## src/rtl/hcl_pkg.sv

```systemverilog
// Shared types and constants of the HTTP content-length scanner.
`default_nettype none

package hcl_pkg;

	localparam int unsigned BYTE_W  = 8;
	localparam int unsigned VALUE_W = 30;

	localparam logic [VALUE_W-1:0] VALUE_CAP        = '1;
	localparam logic [VALUE_W-1:0] MAX_LENGTH_RESET = 30'd1000000000;

	// One result beat.
	typedef struct packed {
		logic               length_found;
		logic [VALUE_W-1:0] content_length;
		logic               ended_by_blank_line;
	} result_t;

endpackage

`default_nettype wire

```

## src/rtl/hcl_if.sv

```systemverilog
// Valid/ready channel interfaces for header bytes and scan results.
`default_nettype none

interface hcl_in_if;
	logic                          valid;
	logic                          ready;
	logic [hcl_pkg::BYTE_W-1:0]    byte_value;
	logic                          end_of_message;

	modport source (output valid, output byte_value, output end_of_message, input ready);
	modport sink   (input valid, input byte_value, input end_of_message, output ready);
endinterface

interface hcl_out_if;
	logic                          valid;
	logic                          ready;
	logic                          length_found;
	logic [hcl_pkg::VALUE_W-1:0]   content_length;
	logic                          ended_by_blank_line;

	modport source (output valid, output length_found, output content_length,
		output ended_by_blank_line, input ready);
	modport sink   (input valid, input length_found, input content_length,
		input ended_by_blank_line, output ready);
endinterface

`default_nettype wire

```

## src/rtl/hcl_scan_core.sv

```systemverilog
// Per-byte line parser: holds message state and updates it once per byte.
`default_nettype none

module hcl_scan_core (
	input  wire logic                         clk,
	input  wire logic                         arst_n,
	input  wire logic                         fire,
	input  wire logic [hcl_pkg::BYTE_W-1:0]   byte_value,
	input  wire logic                         end_of_message,
	input  wire logic [hcl_pkg::VALUE_W-1:0]  max_length,
	output logic                              res_valid,
	output hcl_pkg::result_t                  res
);

	localparam logic [7:0] CH_CR    = 8'h0d;
	localparam logic [7:0] CH_LF    = 8'h0a;
	localparam logic [7:0] CH_SP    = 8'h20;
	localparam logic [7:0] CH_TAB   = 8'h09;
	localparam logic [7:0] CH_COLON = 8'h3a;
	localparam logic [3:0] NAME_LEN = 4'd14;

	typedef enum logic [2:0] {
		PH_NAME_LEAD,
		PH_NAME_BODY,
		PH_VAL_LEAD,
		PH_VAL_DIGITS,
		PH_SKIP
	} phase_t;

	typedef struct packed {
		phase_t                      phase;
		logic                        nonempty;
		logic [3:0]                  idx;
		logic                        match;
		logic                        trail;
		logic                        digit_seen;
		logic [hcl_pkg::VALUE_W-1:0] acc;
		logic                        too_large;
	} line_t;

	typedef struct packed {
		logic                        found;
		logic [hcl_pkg::VALUE_W-1:0] len;
	} stored_t;

	localparam line_t LINE_CLEAR = '{
		phase: PH_NAME_LEAD, nonempty: 1'b0, idx: 4'd0, match: 1'b1, trail: 1'b0,
		digit_seen: 1'b0, acc: '0, too_large: 1'b0
	};
	localparam stored_t STORED_CLEAR = '{found: 1'b0, len: '0};

	// "content-length", lower case
	function automatic logic [7:0] target_char(logic [3:0] i);
		logic [7:0] c;
		unique case (i)
			4'd0:    c = 8'h63;
			4'd1:    c = 8'h6f;
			4'd2:    c = 8'h6e;
			4'd3:    c = 8'h74;
			4'd4:    c = 8'h65;
			4'd5:    c = 8'h6e;
			4'd6:    c = 8'h74;
			4'd7:    c = 8'h2d;
			4'd8:    c = 8'h6c;
			4'd9:    c = 8'h65;
			4'd10:   c = 8'h6e;
			4'd11:   c = 8'h67;
			4'd12:   c = 8'h74;
			4'd13:   c = 8'h68;
			default: c = 8'h00;
		endcase
		return c;
	endfunction

	function automatic logic is_blank(logic [7:0] b);
		return (b == CH_SP) || (b == CH_TAB) || (b == CH_CR) || (b == CH_LF);
	endfunction

	function automatic line_t compare_name(line_t l, logic [7:0] b);
		line_t      n;
		logic [7:0] low;
		n   = l;
		low = (b >= 8'h41 && b <= 8'h5a) ? (b + 8'd32) : b;
		if (l.trail)
			n.match = 1'b0;
		if (l.idx < NAME_LEN && low == target_char(l.idx))
			n.idx = l.idx + 4'd1;
		else
			n.match = 1'b0;
		return n;
	endfunction

	function automatic line_t add_digit(line_t l, logic [3:0] d);
		line_t                         n;
		logic [hcl_pkg::VALUE_W+3:0]   v;
		n = l;
		// acc * 10 + d as shift-and-add
		v = ({4'b0, l.acc} << 3) + ({4'b0, l.acc} << 1) + {{hcl_pkg::VALUE_W{1'b0}}, d};
		if (!l.too_large) begin
			if (v > {4'b0, hcl_pkg::VALUE_CAP})
				n.too_large = 1'b1;
			else
				n.acc = v[hcl_pkg::VALUE_W-1:0];
		end
		return n;
	endfunction

	function automatic line_t content_byte(line_t l, logic [7:0] b);
		line_t n;
		logic  digit;
		n          = l;
		n.nonempty = 1'b1;
		digit      = (b >= 8'h30) && (b <= 8'h39);
		unique case (l.phase)
			PH_NAME_LEAD: begin
				if (b == CH_COLON)
					n.phase = PH_SKIP;
				else if (!is_blank(b)) begin
					n       = compare_name(n, b);
					n.phase = PH_NAME_BODY;
				end
			end
			PH_NAME_BODY: begin
				if (b == CH_COLON)
					n.phase = (l.match && l.idx == NAME_LEN) ? PH_VAL_LEAD : PH_SKIP;
				else if (is_blank(b))
					n.trail = 1'b1;
				else
					n = compare_name(n, b);
			end
			PH_VAL_LEAD: begin
				if (digit) begin
					n            = add_digit(n, b[3:0]);
					n.digit_seen = 1'b1;
					n.phase      = PH_VAL_DIGITS;
				end else if (!is_blank(b))
					n.phase = PH_SKIP;
			end
			PH_VAL_DIGITS: begin
				if (digit)
					n = add_digit(n, b[3:0]);
				else
					n.phase = PH_SKIP;
			end
			default: ;
		endcase
		return n;
	endfunction

	function automatic stored_t end_line(line_t l, stored_t s, logic [hcl_pkg::VALUE_W-1:0] lim);
		stored_t n;
		n = s;
		if (l.digit_seen && !l.too_large && l.acc <= lim) begin
			n.found = 1'b1;
			n.len   = l.acc;
		end
		return n;
	endfunction

	line_t   line_q, line_d;
	stored_t stored_q, stored_d;
	logic    prev_cr_q, prev_cr_d;
	logic    done_q, done_d;
	logic    blank;
	logic    used;

	always_comb begin
		line_d    = line_q;
		stored_d  = stored_q;
		prev_cr_d = prev_cr_q;
		done_d    = done_q;
		res_valid = 1'b0;
		blank     = 1'b0;
		used      = 1'b0;
		res       = '0;

		if (!done_q) begin
			if (prev_cr_q) begin
				prev_cr_d = 1'b0;
				if (byte_value == CH_LF) begin
					used = 1'b1;
					if (!line_q.nonempty) begin
						res_valid = 1'b1;
						blank     = 1'b1;
						done_d    = 1'b1;
					end else begin
						stored_d = end_line(line_q, stored_q, max_length);
						line_d   = LINE_CLEAR;
					end
				end else
					line_d = content_byte(line_q, CH_CR);
			end
			if (!used) begin
				if (byte_value == CH_CR)
					prev_cr_d = 1'b1;
				else
					line_d = content_byte(line_d, byte_value);
			end
		end

		if (end_of_message && !done_d) begin
			// a held CR at message end is a plain line byte
			if (prev_cr_d)
				line_d = content_byte(line_d, CH_CR);
			stored_d  = end_line(line_d, stored_d, max_length);
			res_valid = 1'b1;
		end

		res.length_found        = stored_d.found;
		res.content_length      = stored_d.found ? stored_d.len : '0;
		res.ended_by_blank_line = blank;

		if (end_of_message) begin
			line_d    = LINE_CLEAR;
			stored_d  = STORED_CLEAR;
			prev_cr_d = 1'b0;
			done_d    = 1'b0;
		end
	end

	always_ff @(posedge clk or negedge arst_n) begin
		if (!arst_n) begin
			line_q    <= LINE_CLEAR;
			stored_q  <= STORED_CLEAR;
			prev_cr_q <= 1'b0;
			done_q    <= 1'b0;
		end else if (fire) begin
			line_q    <= line_d;
			stored_q  <= stored_d;
			prev_cr_q <= prev_cr_d;
			done_q    <= done_d;
		end
	end

	// after the blank line nothing more may come out of this message
	a_no_res_after_done: assert property (@(posedge clk) disable iff (!arst_n)
		done_q |-> !res_valid)
		else $error("result raised after headers ended");

	a_len_zero_unless_found: assert property (@(posedge clk) disable iff (!arst_n)
		!stored_q.found |-> stored_q.len == '0)
		else $error("stored length without found flag");

	a_done_then_cleared: assert property (@(posedge clk) disable iff (!arst_n)
		fire && end_of_message |=> !done_q && !prev_cr_q)
		else $error("message state not cleared at message end");

endmodule

`default_nettype wire

```

## src/rtl/hcl_out_reg.sv

```systemverilog
// Result register that drives the output channel.
`default_nettype none

module hcl_out_reg (
	input  wire logic        clk,
	input  wire logic        arst_n,
	input  wire logic        load,
	input  hcl_pkg::result_t res,
	output logic             free,
	hcl_out_if.source        result
);

	logic             valid_q;
	hcl_pkg::result_t res_q;

	assign free = !valid_q || result.ready;

	always_ff @(posedge clk or negedge arst_n) begin
		if (!arst_n) begin
			valid_q <= 1'b0;
		end else if (load) begin
			valid_q <= 1'b1;
		end else if (result.ready) begin
			valid_q <= 1'b0;
		end
	end

	always_ff @(posedge clk) begin
		if (load)
			res_q <= res;
	end

	assign result.valid               = valid_q;
	assign result.length_found        = res_q.length_found;
	assign result.content_length      = res_q.content_length;
	assign result.ended_by_blank_line = res_q.ended_by_blank_line;

	a_no_overwrite: assert property (@(posedge clk) disable iff (!arst_n)
		load |-> !(valid_q && !result.ready))
		else $error("pending result overwritten");

endmodule

`default_nettype wire

```

## src/rtl/http_content_length_scanner_top.sv

```systemverilog
// Top level of the HTTP content-length scanner.
//
// byte_stream (sink): one header byte per beat, end_of_message on the last
// byte of a message. result (source): one beat per message, at the first
// empty line or, failing that, at the message end; bytes after the empty
// line are swallowed until end_of_message.
// cfg_we/cfg_wdata write max_length (reset 1000000000); write only while idle.
//
// A taken byte is held in the input register and parsed from it; its result,
// if any, is loaded into the result register and driven on the output.
// Throughput: one byte per cycle while the result register can take a result,
// set by the parse step between the input and result registers. Reset clears
// all parse state and both registers' valid flags; no clearing pass.
// While result is stalled, bytes that produce no result still flow; a byte
// that produces one waits in the input register, and byte_stream.ready drops
// until the pending result is taken.
`default_nettype none

module http_content_length_scanner_top (
	input  wire logic                        clk,
	input  wire logic                        arst_n,
	hcl_in_if.sink                           byte_stream,
	hcl_out_if.source                        result,
	input  wire logic                        cfg_we,
	input  wire logic [hcl_pkg::VALUE_W-1:0] cfg_wdata
);

	logic                        s1_valid_q;
	logic [hcl_pkg::BYTE_W-1:0]  byte_s1;
	logic                        eom_s1;
	logic [hcl_pkg::VALUE_W-1:0] max_length_q;
	logic                        res_valid;
	hcl_pkg::result_t            res;
	logic                        out_free;
	logic                        adv;
	logic                        take;

	assign adv               = s1_valid_q && (!res_valid || out_free);
	assign byte_stream.ready = !s1_valid_q || adv;
	assign take              = byte_stream.valid && byte_stream.ready;

	always_ff @(posedge clk or negedge arst_n) begin
		if (!arst_n) begin
			s1_valid_q   <= 1'b0;
			max_length_q <= hcl_pkg::MAX_LENGTH_RESET;
		end else begin
			if (take)
				s1_valid_q <= 1'b1;
			else if (adv)
				s1_valid_q <= 1'b0;
			if (cfg_we)
				max_length_q <= cfg_wdata;
		end
	end

	always_ff @(posedge clk) begin
		if (take) begin
			byte_s1 <= byte_stream.byte_value;
			eom_s1  <= byte_stream.end_of_message;
		end
	end

	hcl_scan_core u_core (
		.clk            (clk),
		.arst_n         (arst_n),
		.fire           (adv),
		.byte_value     (byte_s1),
		.end_of_message (eom_s1),
		.max_length     (max_length_q),
		.res_valid      (res_valid),
		.res            (res)
	);

	hcl_out_reg u_out (
		.clk    (clk),
		.arst_n (arst_n),
		.load   (adv && res_valid),
		.res    (res),
		.free   (out_free),
		.result (result)
	);

	a_s1_holds: assert property (@(posedge clk) disable iff (!arst_n)
		s1_valid_q && !adv |=> s1_valid_q && $stable(byte_s1) && $stable(eom_s1))
		else $error("input register lost a byte");

	a_stall_blocks: assert property (@(posedge clk) disable iff (!arst_n)
		s1_valid_q && res_valid && result.valid && !result.ready |-> !byte_stream.ready)
		else $error("byte taken while result stage blocked");

endmodule

`default_nettype wire
```

## src/flat_wrapper.sv

```systemverilog
// flat-port wrapper written by rule: the top's interface ports become plain ports
module http_content_length_scanner_top_flat 
  (clk, arst_n, cfg_we, cfg_wdata, byte_stream_valid, byte_stream_byte_value, byte_stream_end_of_message, byte_stream_ready, result_valid, result_length_found, result_content_length, result_ended_by_blank_line, result_ready);
  hcl_in_if byte_stream_i ();
  hcl_out_if result_i ();
  input  wire logic clk;
  input  wire logic arst_n;
  input  wire logic cfg_we;
  input  wire logic [hcl_pkg::VALUE_W-1:0] cfg_wdata;
  input wire logic [$bits(byte_stream_i.valid)-1:0] byte_stream_valid;
  input wire logic [$bits(byte_stream_i.byte_value)-1:0] byte_stream_byte_value;
  input wire logic [$bits(byte_stream_i.end_of_message)-1:0] byte_stream_end_of_message;
  output wire logic [$bits(byte_stream_i.ready)-1:0] byte_stream_ready;
  output wire logic [$bits(result_i.valid)-1:0] result_valid;
  output wire logic [$bits(result_i.length_found)-1:0] result_length_found;
  output wire logic [$bits(result_i.content_length)-1:0] result_content_length;
  output wire logic [$bits(result_i.ended_by_blank_line)-1:0] result_ended_by_blank_line;
  input wire logic [$bits(result_i.ready)-1:0] result_ready;
  assign byte_stream_i.valid = byte_stream_valid;
  assign byte_stream_i.byte_value = byte_stream_byte_value;
  assign byte_stream_i.end_of_message = byte_stream_end_of_message;
  assign byte_stream_ready = byte_stream_i.ready;
  assign result_valid = result_i.valid;
  assign result_length_found = result_i.length_found;
  assign result_content_length = result_i.content_length;
  assign result_ended_by_blank_line = result_i.ended_by_blank_line;
  assign result_i.ready = result_ready;
  http_content_length_scanner_top u_core (.clk(clk), .arst_n(arst_n), .byte_stream(byte_stream_i), .result(result_i), .cfg_we(cfg_we), .cfg_wdata(cfg_wdata));
endmodule
```

## config.mk

```make
export PLATFORM = sky130hd
export DESIGN_NAME = http_content_length_scanner_top_flat
export DESIGN_NICKNAME = d
export VERILOG_FILES = /design/src/rtl/hcl_pkg.sv /design/src/rtl/hcl_if.sv /design/src/rtl/hcl_scan_core.sv /design/src/rtl/hcl_out_reg.sv /design/src/rtl/http_content_length_scanner_top.sv /design/src/flat_wrapper.sv
export SDC_FILE = /design/constraint.sdc
export NUM_CORES = 1
export LEC_CHECK = 0
export ABC_AREA = 1
export ABC_CLOCK_PERIOD_IN_PS = 6600
export BUFFER_PORTS_ARGS = -buffer_cell sky130_fd_sc_hd__buf_2
export CORE_MARGIN = 3
export CORE_UTILIZATION = 30
export CTS_CLUSTER_SIZE = 8
export DETAILED_ROUTE_END_ITERATION = 8
export PLACE_DENSITY = 0.47
export SETUP_SLACK_MARGIN = 0.5
export SYNTH_ARGS = -nofsm -noshare
export SYNTH_HDL_FRONTEND = slang
export SYNTH_SLANG_ARGS = --single-unit
```

## constraint.sdc

```tcl
create_clock -name clk -period 6.6 [get_ports clk]
set_input_delay 0.99 -clock clk [delete_from_list [all_inputs] [get_ports clk]]
set_output_delay 0.99 -clock clk [all_outputs]
set_load 0.1 [all_outputs]
```

== Word-level counts from Yosys, hierarchy flattened ==
Memory sizes are Yosys's and may differ from the RTL's.
Cells that the tools add are included.

* Bits in latches: 0
* Register bits after elaboration: 148
* Bits in read-only memories: 224
* Output and inout port bits: 34
* Word-level logic and storage cells: 153
* Memories: 2
* Bits in writable memories: 0

{| class="wikitable"
|+ Memory list
! name !! depth !! width !! rd ports !! clocked after Yosys merged registers in !! write ports !! RTL line !! source
|-
| (no name shown) || 16 || 7 || 1 || 0 || 0 || hcl_scan_core.sv:55 || <nowiki>unique case (i)</nowiki>
|-
| (no name shown) || 16 || 7 || 1 || 0 || 0 || hcl_scan_core.sv:55 ||
|}

* Eq/ne operators: 15
* Shifts and indexed selects: 0
* $lt $le $gt $ge: 8
* Reduce and logical (&&, ||, !) cells: 28
* $mul: 0
* Multiplexer cells: 76
* Div/mod/pow operators: 0
* $add $sub $neg: 4
* Bitwise gates (word level): 0

{| class="wikitable"
|+ Operator list
! cell !! number
|-
| two-way mux 42 bit || 12
|-
| two-way mux 31 bit || 10
|-
| one-hot mux 42 bit (4 select lines) || 1
|-
| two-way mux 8 bit || 13
|-
| two-way mux 33 bit || 2
|-
| less-or-equal comparator 30 bit || 2
|-
| two-way mux 39 bit || 1
|-
| two-way mux 38 bit || 1
|-
| adder 33 x 31 -> 34 bit || 1
|-
| adder 34 x 4 -> 34 bit || 1
|-
| greater-than comparator 34 x 30 -> 1 bit, second input constant || 1
|-
| two-way mux 32 bit || 1
|-
| two-way mux 30 bit || 1
|-
| equality test 8 x 4 -> 1 bit, second input constant || 3
|-
| two-way mux 3 bit || 8
|-
| two-way mux 1 bit || 23
|-
| equality test 8 x 6 -> 1 bit, second input constant || 2
|-
| equality test 8 bit || 2
|-
| logical AND 1 bit || 13
|-
| equality test 3 x 2 -> 1 bit, second input constant || 4
|-
| equality test 3 x 1 -> 1 bit, second input constant || 3
|-
| adder 8 x 6 -> 8 bit, second input constant || 1
|-
| greater-or-equal comparator 8 x 6 -> 1 bit, second input constant || 1
|-
| greater-or-equal comparator 8 x 7 -> 1 bit, second input constant || 1
|-
| 11 further kinds || 23
|}

== Longest topological paths before layout ==
An unclocked memory read counts as a cell.

* Word-level depth: 31
* Mapped depth: 51

== Modules after synthesis ==
A second synthesis with hierarchy kept.

* Cells, all modules: 1839
* Area total of the unflattened synthesis: 12814.8 µm²

{| class="wikitable"
|+ By module, submodules not included
! module !! cells an instance !! area each (µm²) !! seq. area each (µm²) !! times used
|-
| hcl_scan_core || 1656 || 10113.4 || 1878.1 || 1
|-
| http_content_length_scanner_top || 146 || 1695.4 || 1062.3 || 1
|-
| hcl_out_reg || 37 || 1006.0 || 985.9 || 1
|}

== Least setup slack after synthesis ==
No wires, ideal clock.

* Kind: register to register
* Start: reg u_core.byte_s1[6] (netlist bit)
* End: reg u_core.u_out.res_q (netlist bit u_core.u_out.result.content_length[11]), data pin
* Buffers on the path: 5
* Cell stages (with the launch flop): 47
* Clock period less this slack: 5.830 ns
* Data required time: 6.341 ns
* Library setup time: 0.259 ns
* Slack: 0.770 ns
* Arrival: 5.571 ns
* Cell sequence: edfxtp_1 > nor2_1 > inv_2 > nor2_2 > nand3_2 > buf_6 > clkbuf_1 > nand2_1 > inv_1 > nor2_1 > a21oi_1 > ha_1 > fa_1 > nand3_1 > nand2_1 > nand2_1 > nand2_1 > nand2_1 > [11 not listed] > nand3_1 > nand2_1 > inv_1 > ha_1 > a21oi_1 > o21ai_0 > nand2_1 > nand3_1 > a221oi_1 > nand2_1 > nand2_1 > nand3_1 > nor2_4 > inv_2 > buf_6 > buf_6 > nand2_1 > a21oi_1

* Longest elaborated chain between the ends: 22
* Elaborated cells between the ends (all ways): 51

{| class="wikitable"
|+ Ends and longest elaborated chain
! what !! RTL line !! source
|-
| start, declared || http_content_length_scanner_top.sv:29 || <nowiki>logic [hcl_pkg::BYTE_W-1:0] byte_s1;</nowiki>
|-
| start signal, assigned || http_content_length_scanner_top.sv:58 || <nowiki>byte_s1 <= byte_stream.byte_value;</nowiki>
|-
| branches (longest 21 deep; another with adder 33 x 31 -> 34 bit) || -- ||
|-
| two-way mux 31 bit * || hcl_scan_core.sv:201 || <nowiki>if (end_of_message && !done_d) begin</nowiki>
|-
| end signal, assigned || hcl_out_reg.sv:30 || <nowiki>res_q <= res;</nowiki>
|-
| end, declared || hcl_out_reg.sv:14 || <nowiki>hcl_pkg::result_t res_q;</nowiki>
|}

Every way passes the cells marked *. The select of a mux whose other input is x is not followed.
A chain may end at the register's enable or synchronous reset.

== Final worst setup path ==
* Start: reg u_core.byte_s1[5] (netlist bit)
* End: reg u_core.u_out.res_q (netlist bit u_core.u_out.result.content_length[0]), data pin

The elaborated chain is that of the path after synthesis.

==> metrics.csv <==
metric,value,unit
P&R area growth vs syn,20.3,%
post-detail-place hpwl,33600,um
initial drt markers,1060,
Initial Utilization,0.308,
"Arr. time, crit path",6.38,ns
Sink Count,148,
Worst-Margin Slew,0.928,ns
Crit path buffers/inverters,8,
Hold WS,0.480,ns
GRT Residual Overflow,0,
final setup violation count,0,
number of port buffers,77,
"EDFF count, synth",41,
Tcrit/Tclk final,0.920,
cts hold-fix bufs,0,
Final nets,2019,
pin count of the biggest net entering global routing,68,
Core Box Area,0.0393,mm^2
Finished Cell Area,0.0146,mm^2
WL final,43700,um
synthesized flop and latch total,148,
Post-Syn Nets,1929,
Main synth FF type,dfrtp_1,
M2 GR Usage,0.315,
syn avg cell area,6.89,um^2
Synth Area in Simple Gates,0.308,
wire length of the first global-routing pass,66300,um
fillers,4260,
post-synthesis mux area share,0.000930,
Multi-input gate area,0.00756,mm^2
H-tree depth,4,
R2R Path Start,u_core.byte_s1[5],
Netlist cell types,48,
"slowest stage delay, CP",0.42,ns
CTS Root Cell,clkbuf_16,
"Req. time, crit path",6.91,ns
setup slack after layout,0.529,ns
Worst path most repeated cell,nand2_1,
"Clk pin slew, worst setup/hold paths",0.07,ns
Num CTS Buffers,17,
Syn Inst Count,1757,
total area of sequential cells,0.00393,mm^2
Antenna diodes,0,
crit end category,flip-flop,
Synth Area in Adders,0.133,
complex-gate fraction of the synthesized area,0.114,
Crit-path slowest cell,edfxtp_1,
xor/xnor cell area share of the yosys netlist,0.0217,
via-per-instance ratio,4.98,
WL per Instance,18.4,um
Place WS,-0.150,ns
CTS tree,built,
VDD IR-drop max,0.000188,V
worst min path class,reg2reg,
GPL Wtd Cong,0.932,
pwr/cell area,160,mW/mm^2
critical path peak fanout,15,
YS warnings,0,
layout cells sized above 1,0.181,
register area share after synthesis,0.324,
clock latency on the worst-skew pair,0.45,ns
DIE HEIGHT,207,um
"delay-heaviest family, CP",simple AND/OR/NAND/NOR gates,
CP Launch Type,flip-flop,
outcome,"complete, no violations",
overall power,2330,uW
GR Util All Layers,0.203,
met1 Resource Use GR,0.295,
final-report hold violation count,0,
Die Width,207,um
clock skew,0.0153,ns
Max clock buf depth,2,
Crit. Startpoint,u_core.byte_s1[5],
Placement Cell Area,0.0131,mm^2
Boundary Pins,78,
Rel. slew slack,0.379,
MaxCap Viol Count,0,
met3 Track Usage GR,0.0312,
Post-Syn Area,0.0121,mm^2
CP Class,reg2reg,
minimum clock period,6.07,ns
antenna violations before repair,0,
Final Max Tran Viols,0,
async set-reset flop share out of synthesis,0.723,
Leak,0.00769,uW
num rows,72,
Residual DRC,0,
"antenna viol nets, final",0,
Pre-antenna DRT Iters,5,
main combinational cell family by area after synthesis,simple AND/OR/NAND/NOR gates,
vias in the first global route,11400,
routed via count,11800,
die footprint,0.0428,mm^2
fmax,0.165,GHz
worst hold start,u_core.u_core.stored_q[24],
RSZ-0062 raised after global routing,true,
Final Util,0.371,
busiest layer in global routing,met2,
[placed cells by master (no fill, tap or decap), drive strengths merged, types with 3 or more instances in the layout]
cell type / synthesis / routed
a21oi: 97 / 97
a31oi: 5 / 5
buf: 20 / 124
bufinv: 0 / 3
clkbuf: 36 / 23
clkinv: 2 / 8
dfrtp: 93 / 93
dfstp: 14 / 14
edfxtp: 41 / 41
ha: 127 / 127
inv: 246 / 247
nand2: 602 / 602
nand3: 139 / 139
nand4: 20 / 20
nor2: 104 / 104
nor3: 17 / 17
nor4: 4 / 4
o211ai: 5 / 5
o21a: 4 / 4
o21ai: 91 / 91
o21bai: 3 / 3
o22ai: 34 / 34
or2: 4 / 4
xnor2: 12 / 12
xor2: 18 / 18
[path summary, 6_finish.rpt]
path	cells after the start	to	slack, ns
max	39	u_core.u_out.result.content_length[0]	0.53
min	2	u_core.u_core.stored_q[24]	0.48
max reg2reg	39	u_core.u_out.result.content_length[0]	0.53
min reg2reg	2	u_core.u_core.stored_q[24]	0.48
max in group asynchronous	2	u_core.u_core.stored_q[10]	4.77
min in group asynchronous	1	u_core.max_length_q[22]	0.69
[registers in the layout, indices dropped and copies added (netlist names)]
| signal | cells |
|---|---|
| u_core.u_core.prev_cr_q | 1 |
| u_core.u_out.result.ended_by_blank_line | 1 |
| u_core.u_out.result.valid | 1 |
| u_core.u_out.result.length_found | 1 |
| u_core.u_core.line_q | 42 |
| u_core.u_out.result.content_length | 30 |
| u_core.byte_s1 | 8 |
| u_core.eom_s1 | 1 |
| u_core.u_core.done_q | 1 |
| u_core.max_length_q | 30 |
| u_core.s1_valid_q | 1 |
| u_core.u_core.stored_q | 31 |
[power breakdown]
| part | internal [uW] | switching, uW |
|---|---|---|
| combinational | 69.2 | 238 |
| clock | 604 | 418 |
| sequential | 985 | 16.0 |
[what timing repair did]
| action | CTS | global route |
|---|---|---|
| resized for setup | 48 | 111 |
| buffers inserted | 3 | 12 |
| setup endpoints to repair | 61 | 61 |
| gates cloned | 0 | 4 |
| pin swaps | 6 | 13 |
[synth_stat cells, types with 3 or more instances]
cell type,n,share of area
nand3_2,12,0.0099
nand3_1,127,0.052
o21ai_0,87,0.036
buf_1,3,0.00093
nand4_1,19,0.0098
nand2_2,3,0.0015
inv_1,233,0.072
inv_2,13,0.0040
buf_2,13,0.0054
dfrtp_1,93,0.19
a21oi_1,97,0.040
o21a_1,4,0.0025
nor3_1,17,0.0070
o211ai_1,5,0.0031
o21ai_1,4,0.0017
nor2_1,98,0.030
o21bai_1,3,0.0019
xor2_1,18,0.013
clkbuf_1,36,0.011
edfxtp_1,41,0.10
nor4_1,4,0.0021
nor2_2,4,0.0021
a31oi_1,5,0.0026
or2_2,4,0.0021
nand2_1,599,0.19
dfstp_2,14,0.030
buf_6,4,0.0037
ha_1,127,0.13
o22ai_1,34,0.018
xnor2_1,12,0.0087
[routing by layer]
layer	wire length (um)	up-vias	share of wire
met4	939	0	0.021
met5	0	-	0
met2	19200	374	0.44
li1	-	5902	-
met3	2560	56	0.058
met1	21000	5517	0.48
[tightest hold or removal path, cell delays in order (launching register included)]
cell,delay (ns)
dfrtp_1,0.34
nand2_1,0.05
nand2_1,0.06
[cell families after synthesis]
family / after synthesis
AO/OA/AOI/OAI: 252
XOR/XNOR: 30
adder cells (fa/ha/maj): 128
buffers and inverters: 304
flip-flops: 148
multiplexers: 1
AND/OR/NAND/NOR: 894
[area by class of cell]
cell class	instances	share of cell area
multi-input cells	1305	0.519
inverters	248	0.0643
clock buffers	20	0.0307
well taps	518	0.0445
flip-flops and latches	148	0.270
repair buffers	127	0.0616
clock inverters	12	0.0106
[metrics by stage]
stage          cells  setup TNS (ns)
6_report        2378               0
5_1_grt         2378               0
4_1_cts         2362               0
3_5_place_dp    2327           -1.92
3_3_place_gp    2327           -3.07
2_1_floorplan   1757               0
No activity file was read; power rests on OpenSTA's default activity.
